`src/rtl/core/fcirc_pkg.sv`:
```
// Shared types and constants for the circular-store FIR filter.
// No dependencies; used by the MAC unit, the top level and the checker.
`default_nettype none

package fcirc_pkg;

	// Sample and coefficient format (Q1.15)
	localparam int SAMP_W = 16;
	localparam int FRAC_W = 15;
	localparam int CIDX_W = 3;

	// Digit-serial multiplier: coefficient enters four bits a cycle
	localparam int DIG_W  = 4;
	localparam int DIG_N  = SAMP_W / DIG_W;
	localparam int DIG_CW = $clog2(DIG_N);

	// Accumulator holds the exact sum of up to eight Q2.30 products
	localparam int ACC_W = 35;

	// Sequencer states
	typedef enum logic [2:0] {
		ST_IDLE = 3'b001,
		ST_RUN  = 3'b010,
		ST_DONE = 3'b100
	} state_t;

	// Accumulator control from the sequencer
	typedef struct packed {
		logic clr;
		logic en;
	} mac_ctl_t;

endpackage

`default_nettype wire

```
`src/rtl/core/fcirc_mac.sv`:
```
// Digit-serial multiply-accumulate with round-to-nearest and saturation.
// Depends on fcirc_pkg.
`default_nettype none

module fcirc_mac (
	input  wire logic                                  clk,
	input  wire fcirc_pkg::mac_ctl_t                   ctl,
	input  wire logic signed [fcirc_pkg::SAMP_W-1:0]   samp,
	input  wire logic        [fcirc_pkg::DIG_W-1:0]    digit,
	input  wire logic        [fcirc_pkg::DIG_CW-1:0]   dig,
	output logic signed      [fcirc_pkg::SAMP_W-1:0]   res
);

	localparam int AW = fcirc_pkg::ACC_W;
	localparam int SW = fcirc_pkg::SAMP_W;
	localparam int DW = fcirc_pkg::DIG_W;
	localparam logic [fcirc_pkg::DIG_CW-1:0] DIG_TOP = fcirc_pkg::DIG_CW'(fcirc_pkg::DIG_N - 1);
	localparam logic signed [AW-1:0] RND    = AW'(1) <<< (fcirc_pkg::FRAC_W - 1);
	localparam logic signed [AW-1:0] SAT_HI = AW'((1 << (SW - 1)) - 1);
	localparam logic signed [AW-1:0] SAT_LO = -(AW'(1) <<< (SW - 1));

	logic signed [DW:0]      digit_s;
	logic signed [SW+DW:0]   pp;
	logic signed [AW-1:0]    pp_ext;
	logic signed [AW-1:0]    pp_sh;
	logic signed [AW-1:0]    acc_q;
	logic signed [AW-1:0]    rnd;
	logic signed [AW-1:0]    quo;

	// Top digit carries the coefficient sign; lower digits are unsigned
	assign digit_s = {(dig == DIG_TOP) & digit[DW-1], digit};
	assign pp      = samp * digit_s;
	assign pp_ext  = AW'(pp);
	assign pp_sh   = pp_ext <<< (dig * DW);

	// Accumulate one partial product per cycle while en is high
	always_ff @(posedge clk) begin
		if (ctl.clr) begin
			acc_q <= '0;
		end else if (ctl.en) begin
			acc_q <= acc_q + pp_sh;
		end
	end

	// Round half up, drop fraction bits, clamp to 16 bits
	assign rnd = acc_q + RND;
	assign quo = rnd >>> fcirc_pkg::FRAC_W;

	always_comb begin
		if (quo > SAT_HI) begin
			res = SAT_HI[SW-1:0];
		end else if (quo < SAT_LO) begin
			res = SAT_LO[SW-1:0];
		end else begin
			res = quo[SW-1:0];
		end
	end

endmodule

`default_nettype wire

```
`src/rtl/core/fir_filter_circular.sv`:
```
// Top level of the circular-store FIR filter: coefficient registers, sample
// ring, sequencer and output register. Depends on fcirc_pkg and fcirc_mac.
//
// Usage:
//   Configuration: cfg_we writes cfg_data into coefficient cfg_index (tap k
//   weights the sample k steps back). Indexes at TAPS and above are dropped.
//   Write only while the filter is idle.
//   Input: a word is taken at a clock edge with in_valid high and in_stall
//   low. in_stall is high for as long as a word is being filtered.
//   Output: out_sample is held with out_valid until an edge with out_stall
//   low. A new input word is accepted while a result waits to be taken.
// Sequencing:
//   The multiplier takes one 4-bit coefficient digit per cycle, tap by tap,
//   and the fraction is rounded off combinationally at the MAC output once
//   the last tap is in. The result is then loaded into the output register
//   and the filter goes idle; a new word is taken only after that.
//   If the previous result is still stalled, the finished word waits in the
//   rounding stage and the filter stays busy.
// Reset:
//   arst_n clears coefficients, the sample ring, the write slot and the
//   output valid flag at once.
`default_nettype none

module fir_filter_circular #(
	parameter int TAPS = 8
) (
	input  wire logic                                clk,
	input  wire logic                                arst_n,
	input  wire logic                                cfg_we,
	input  wire logic [fcirc_pkg::CIDX_W-1:0]        cfg_index,
	input  wire logic [fcirc_pkg::SAMP_W-1:0]        cfg_data,
	input  wire logic                                in_valid,
	output logic                                     in_stall,
	input  wire logic signed [fcirc_pkg::SAMP_W-1:0] in_sample,
	output logic                                     out_valid,
	input  wire logic                                out_stall,
	output logic signed [fcirc_pkg::SAMP_W-1:0]      out_sample
);

	localparam int SW     = fcirc_pkg::SAMP_W;
	localparam int DW     = fcirc_pkg::DIG_W;
	localparam int SLOT_W = (TAPS > 1) ? $clog2(TAPS) : 1;
	localparam logic [SLOT_W-1:0] LAST = SLOT_W'(TAPS - 1);
	localparam logic [fcirc_pkg::DIG_CW-1:0] DIG_LAST = fcirc_pkg::DIG_CW'(fcirc_pkg::DIG_N - 1);

	fcirc_pkg::state_t        state_q;
	fcirc_pkg::mac_ctl_t      mac_ctl;
	logic signed [SW-1:0]     coef_q [TAPS];
	logic signed [SW-1:0]     ring_q [TAPS];
	logic [SLOT_W-1:0]        slot_q;
	logic [SLOT_W-1:0]        pos_q;
	logic [SLOT_W-1:0]        tap_q;
	logic [fcirc_pkg::DIG_CW-1:0] dig_q;
	logic signed [SW-1:0]     samp_q;
	logic [SW-1:0]            coef_sh_q;
	logic                     out_valid_q;
	logic signed [SW-1:0]     out_sample_q;
	logic signed [SW-1:0]     mac_res;
	logic                     in_acc;
	logic                     last_dig;
	logic                     out_free;
	logic [SLOT_W-1:0]        pos_nxt;
	logic [SLOT_W-1:0]        tap_nxt;
	logic                     cfg_hit;

	assign in_stall   = (state_q != fcirc_pkg::ST_IDLE);
	assign in_acc     = in_valid & ~in_stall;
	assign last_dig   = (dig_q == DIG_LAST);
	assign out_free   = ~out_valid_q | ~out_stall;
	assign pos_nxt    = (pos_q == '0) ? LAST : pos_q - 1'b1;
	assign tap_nxt    = (tap_q == LAST) ? '0 : tap_q + 1'b1;
	assign cfg_hit    = cfg_we & ({1'b0, cfg_index} < (fcirc_pkg::CIDX_W + 1)'(TAPS));
	assign out_valid  = out_valid_q;
	assign out_sample = out_sample_q;

	// Coefficient registers
	always_ff @(posedge clk or negedge arst_n) begin
		if (!arst_n) begin
			for (int i = 0; i < TAPS; i++) coef_q[i] <= '0;
		end else if (cfg_hit) begin
			coef_q[cfg_index[SLOT_W-1:0]] <= cfg_data;
		end
	end

	// Sample ring: store the accepted word at the write slot
	always_ff @(posedge clk or negedge arst_n) begin
		if (!arst_n) begin
			for (int i = 0; i < TAPS; i++) ring_q[i] <= '0;
		end else if (in_acc) begin
			ring_q[slot_q] <= in_sample;
		end
	end

	// Sequencer: step digits, then taps walking back through the ring
	always_ff @(posedge clk or negedge arst_n) begin
		if (!arst_n) begin
			state_q <= fcirc_pkg::ST_IDLE;
			slot_q  <= '0;
			pos_q   <= '0;
			tap_q   <= '0;
			dig_q   <= '0;
		end else begin
			case (state_q)
				fcirc_pkg::ST_IDLE: begin
					if (in_acc) begin
						pos_q   <= slot_q;
						tap_q   <= '0;
						dig_q   <= '0;
						slot_q  <= (slot_q == LAST) ? '0 : slot_q + 1'b1;
						state_q <= fcirc_pkg::ST_RUN;
					end
				end
				fcirc_pkg::ST_RUN: begin
					dig_q <= dig_q + 1'b1;
					if (last_dig) begin
						tap_q <= tap_nxt;
						pos_q <= pos_nxt;
						if (tap_q == LAST) begin
							state_q <= fcirc_pkg::ST_DONE;
						end
					end
				end
				fcirc_pkg::ST_DONE: begin
					if (out_free) begin
						state_q <= fcirc_pkg::ST_IDLE;
					end
				end
				default: begin
					state_q <= fcirc_pkg::ST_IDLE;
				end
			endcase
		end
	end

	// Operand registers: sample held per tap, coefficient shifted a digit per cycle
	always_ff @(posedge clk) begin
		if (in_acc) begin
			samp_q    <= in_sample;
			coef_sh_q <= coef_q[0];
		end else if (state_q == fcirc_pkg::ST_RUN) begin
			if (last_dig) begin
				samp_q    <= ring_q[pos_nxt];
				coef_sh_q <= coef_q[tap_nxt];
			end else begin
				coef_sh_q <= coef_sh_q >> DW;
			end
		end
	end

	assign mac_ctl.clr = in_acc;
	assign mac_ctl.en  = (state_q == fcirc_pkg::ST_RUN);

	fcirc_mac u_mac (
		.clk   (clk),
		.ctl   (mac_ctl),
		.samp  (samp_q),
		.digit (coef_sh_q[DW-1:0]),
		.dig   (dig_q),
		.res   (mac_res)
	);

	// Output register: load when the slot is free, drop on handshake
	always_ff @(posedge clk or negedge arst_n) begin
		if (!arst_n) begin
			out_valid_q <= 1'b0;
		end else if ((state_q == fcirc_pkg::ST_DONE) && out_free) begin
			out_valid_q <= 1'b1;
		end else if (!out_stall) begin
			out_valid_q <= 1'b0;
		end
	end

	always_ff @(posedge clk) begin
		if ((state_q == fcirc_pkg::ST_DONE) && out_free) begin
			out_sample_q <= mac_res;
		end
	end

endmodule

`default_nettype wire

```
`config.mk`:
```
export PLATFORM = sky130hd
export DESIGN_NAME = fir_filter_circular
export DESIGN_NICKNAME = d
export VERILOG_FILES = /design/src/rtl/core/fcirc_pkg.sv /design/src/rtl/core/fcirc_mac.sv /design/src/rtl/core/fir_filter_circular.sv
export SDC_FILE = /design/constraint.sdc
export NUM_CORES = 1
export LEC_CHECK = 0
export ABC_AREA = 1
export BUFFER_PORTS_ARGS = -buffer_cell sky130_fd_sc_hd__buf_2
export CAP_MARGIN = 25
export CORE_UTILIZATION = 55
export DETAILED_ROUTE_END_ITERATION = 7
export PLACE_DENSITY = 0.72
export REMOVE_ABC_BUFFERS = 1
export SLEW_MARGIN = 30
export SYNTH_ARGS = -nofsm -noshare
export SYNTH_HDL_FRONTEND = slang
export SYNTH_SLANG_ARGS = --single-unit
```
`constraint.sdc`:
```
create_clock -name clk -period 7.1 [get_ports clk]
set_input_delay 1.065 -clock clk [delete_from_list [all_inputs] [get_ports clk]]
set_output_delay 1.065 -clock clk [all_outputs]
set_load 0.01 [all_outputs]
```
==> impl_metrics.yaml <==
clocking:
  cts_tree: "built"
  cts_buffer_depth: 3
  post-cts-setup-buffers: 0
  htreeDepth: 2
  root_buffer: "clkbuf_16"
  cts.clk_slew.worst_paths_ns: 0.07
  cts.sinks: 354
  cts_made_buffers: 39
  clk-insertion-delay-late_ns: 0.56
die:
  die_y_um: 200
  start_util_pct: 55.7
  die_area_mm2: 0.0400
  ioPinCount: 58
  fp.dieW_um: 200
  row_count: 72
  fp.coreArea_mm2: 0.0386
worst_setup_path:
  crit_path_end_kind: "register"
  reg2reg_from: "coef_sh_q[3]$_DFFE_PP_"
  crit_path_frequent_cell: "nand2_1"
  critPathLaunchType: "register"
  critPathMaxFanout: 17
  critPathRequiredTime_ns: 7.60
  crit_arrival_ns: 6.98
  crit_path_max_incr_delay_ns: 0.71
  crit_slowest_cell: "edfxtp_1"
  rrSetupSlack_ns: 0.62
  reg2reg_depth: 33
  critPathKind: "register to register"
  rr_endpoint: "u_mac.acc_q[34]$_SDFFE_PP0P_"
logic_synthesis:
  yosysSeqAreaShare_pct: 41.4
  synth_cells: 2807
  ys_seq_elements: 354
  yosys-top-cells-area: "dfrtp_1, nand2_1, o21ai_0"
  avgSynthCellArea_um2: 7.67
  yosysWarnings: 0
  synthArstFlopShare_pct: 76.6
  synth_top_flop_cell: "dfrtp_1"
  synth_edf_count: 48
  yosysMostFrequentCell: "nand2_1"
  synth_common_cells: "nand2_1, o21ai_0, inv_1"
  synth_top_area_cell: "dfrtp_1"
  yosysTopAreaCellShare_pct: 31.4
  syn_area_mm2: 0.0215
  synth_cell_type_count: 48
global_route:
  grt_max_degree: 130
  antenna_found_initial: 0
  overflow: 0
  track_usage_pct: 28.0
  grt_pass1_vias: 18000
  grt_pass1_wl_um: 89500
placed_design:
  hpwl_um: 36000
  portBuffers: 57
  place_congestion: 0.963
sta:
  hold_viol_final: 0
  finalCritPeriodShare_pct: 91.3
  final.setup.tns_ns: 0
  finalSetupViolCount: 0
  fin_skew_ns: 0.0215
  rsz0062_at_grt: "false"
  tightest_slew_ns: 0.993
  slew_viol_final: 0
  max_clock_freq_mhz: 154
  relSlewSlack_pct: 33.6
  fin_crit_ns: 6.48
routing:
  wirelength_um: 53700
  route.vias.total: 18600
  firstDrtPassIters: 6
  drt_iter0_markers: 1469
  viasPerCell: 5.56
  drc: 0
  wire_per_inst_um: 16.0
  ant_nets: 0
layout:
  layout-drive-gt1-share_pct: 6.26
  fillers: 3448
  finalNetCount: 2970
  syn2layout_area_growth_pct: 9.47
  antenna-diode-count: 0
run_status:
  status: "finished, final reports clean"
hold_path:
  min_path_type: "input pin to async pin"
flow_run:
  maxCapViolations: 0
sequential cells by signal, summed over array words and instances, names as in the netlist, 3 cells and up:
signal	flops
coef_q	128
ring_q	128
u_mac.acc_q	35
coef_sh_q	16
out_sample	16
samp_q	16
pos_q	3
slot_q	3
state_q	3
tap_q	3
through the flow:
step / setup slack, ns / instances / hold WS [ns] / cell area [µm²] / utilization (%)
floorplan: 0.835 / 2674 / 0.445 / 21000 / -
global placement: 0.660 / 3274 / 0.455 / 22200 / 57.4
detailed placement: 0.581 / 3275 / 0.458 / 22200 / 57.6
CTS: 0.523 / 3345 / 0.466 / 23600 / 60.9
global route: 0.0852 / 3346 / 0.478 / 23600 / 61.0
finish: 0.619 / 3346 / 0.443 / 23600 / 61.0
final cells by class:
class / instances / area (µm²) / share of cell area, %
multi-input cells: 1944 / 10800 / 45.6
flip-flops and latches: 354 / 8920 / 37.8
inverters: 376 / 1410 / 5.98
clock buffers: 61 / 1180 / 5.01
well taps: 518 / 648 / 2.75
repair buffers: 84 / 531 / 2.25
clock inverters: 9 / 126 / 0.536
worst max-delay path, delay by kind of cell (launching register included):
kind	cells	cell delay, ns
and+or+nand+nor	21	2.31
adders and majority gates	5	2.21
AOI/OAI and AO/OA	3	0.74
DFF	1	0.71
buffers and inverters	4	0.44
how the worst max path moves through the flow:
stage | cells past startpoint | to | start
floorplan | 28 | u_mac.acc_q[34]$_SDFFE_PP0P_ | dig_q[1]$_DFFE_PN0P_
global placement | 30 | u_mac.acc_q[34]$_SDFFE_PP0P_ | coef_sh_q[3]$_DFFE_PP_
detailed placement | 27 | u_mac.acc_q[16]$_SDFFE_PP0P_ | coef_sh_q[3]$_DFFE_PP_
CTS | 27 | u_mac.acc_q[16]$_SDFFE_PP0P_ | coef_sh_q[3]$_DFFE_PP_
global route | 30 | u_mac.acc_q[34]$_SDFFE_PP0P_ | coef_sh_q[3]$_DFFE_PP_
finish | 33 | u_mac.acc_q[34]$_SDFFE_PP0P_ | coef_sh_q[3]$_DFFE_PP_
placed cells by master, fill, tap and decap left out, types with 41 or more instances in the layout:
cell type,count
a21oi_1,79
buf_2,56
clkbuf_16,41
dfrtp_1,270
edfxtp_1,48
fa_1,51
ha_1,79
inv_1,365
nand2_1,644
nand3_1,128
nor2_1,235
o211ai_1,45
o21ai_0,450
kinds of logic after synthesis:
logic type	Yosys count	synth area share (%)
AOI/OAI and AO/OA	678	17.6
and+or+nand+nor	1076	20.2
adders and majority gates	131	9.39
muxes	13	0.604
xor gates and xnor gates	46	1.87
DFF	354	41.4
buffers and inverters	509	8.95
per-layer routing:
| layer | global-route usage, % | routed length [µm] |
|---|---|---|
| met2 | 47.1 | 25800 |
| met1 | 36.9 | 23700 |
| met4 | 10.0 | 1490 |
| met5 | 0 | 0 |
| met3 | 3.98 | 2720 |
timing repair:
action	in CTS	in global routing
endpoints found under the setup margin	0	1
hold buffers	0	0
resized for setup	0	1
Power is not shown: default switching activity piles up to over one toggle a cycle in this logic, so the estimate is an artifact.
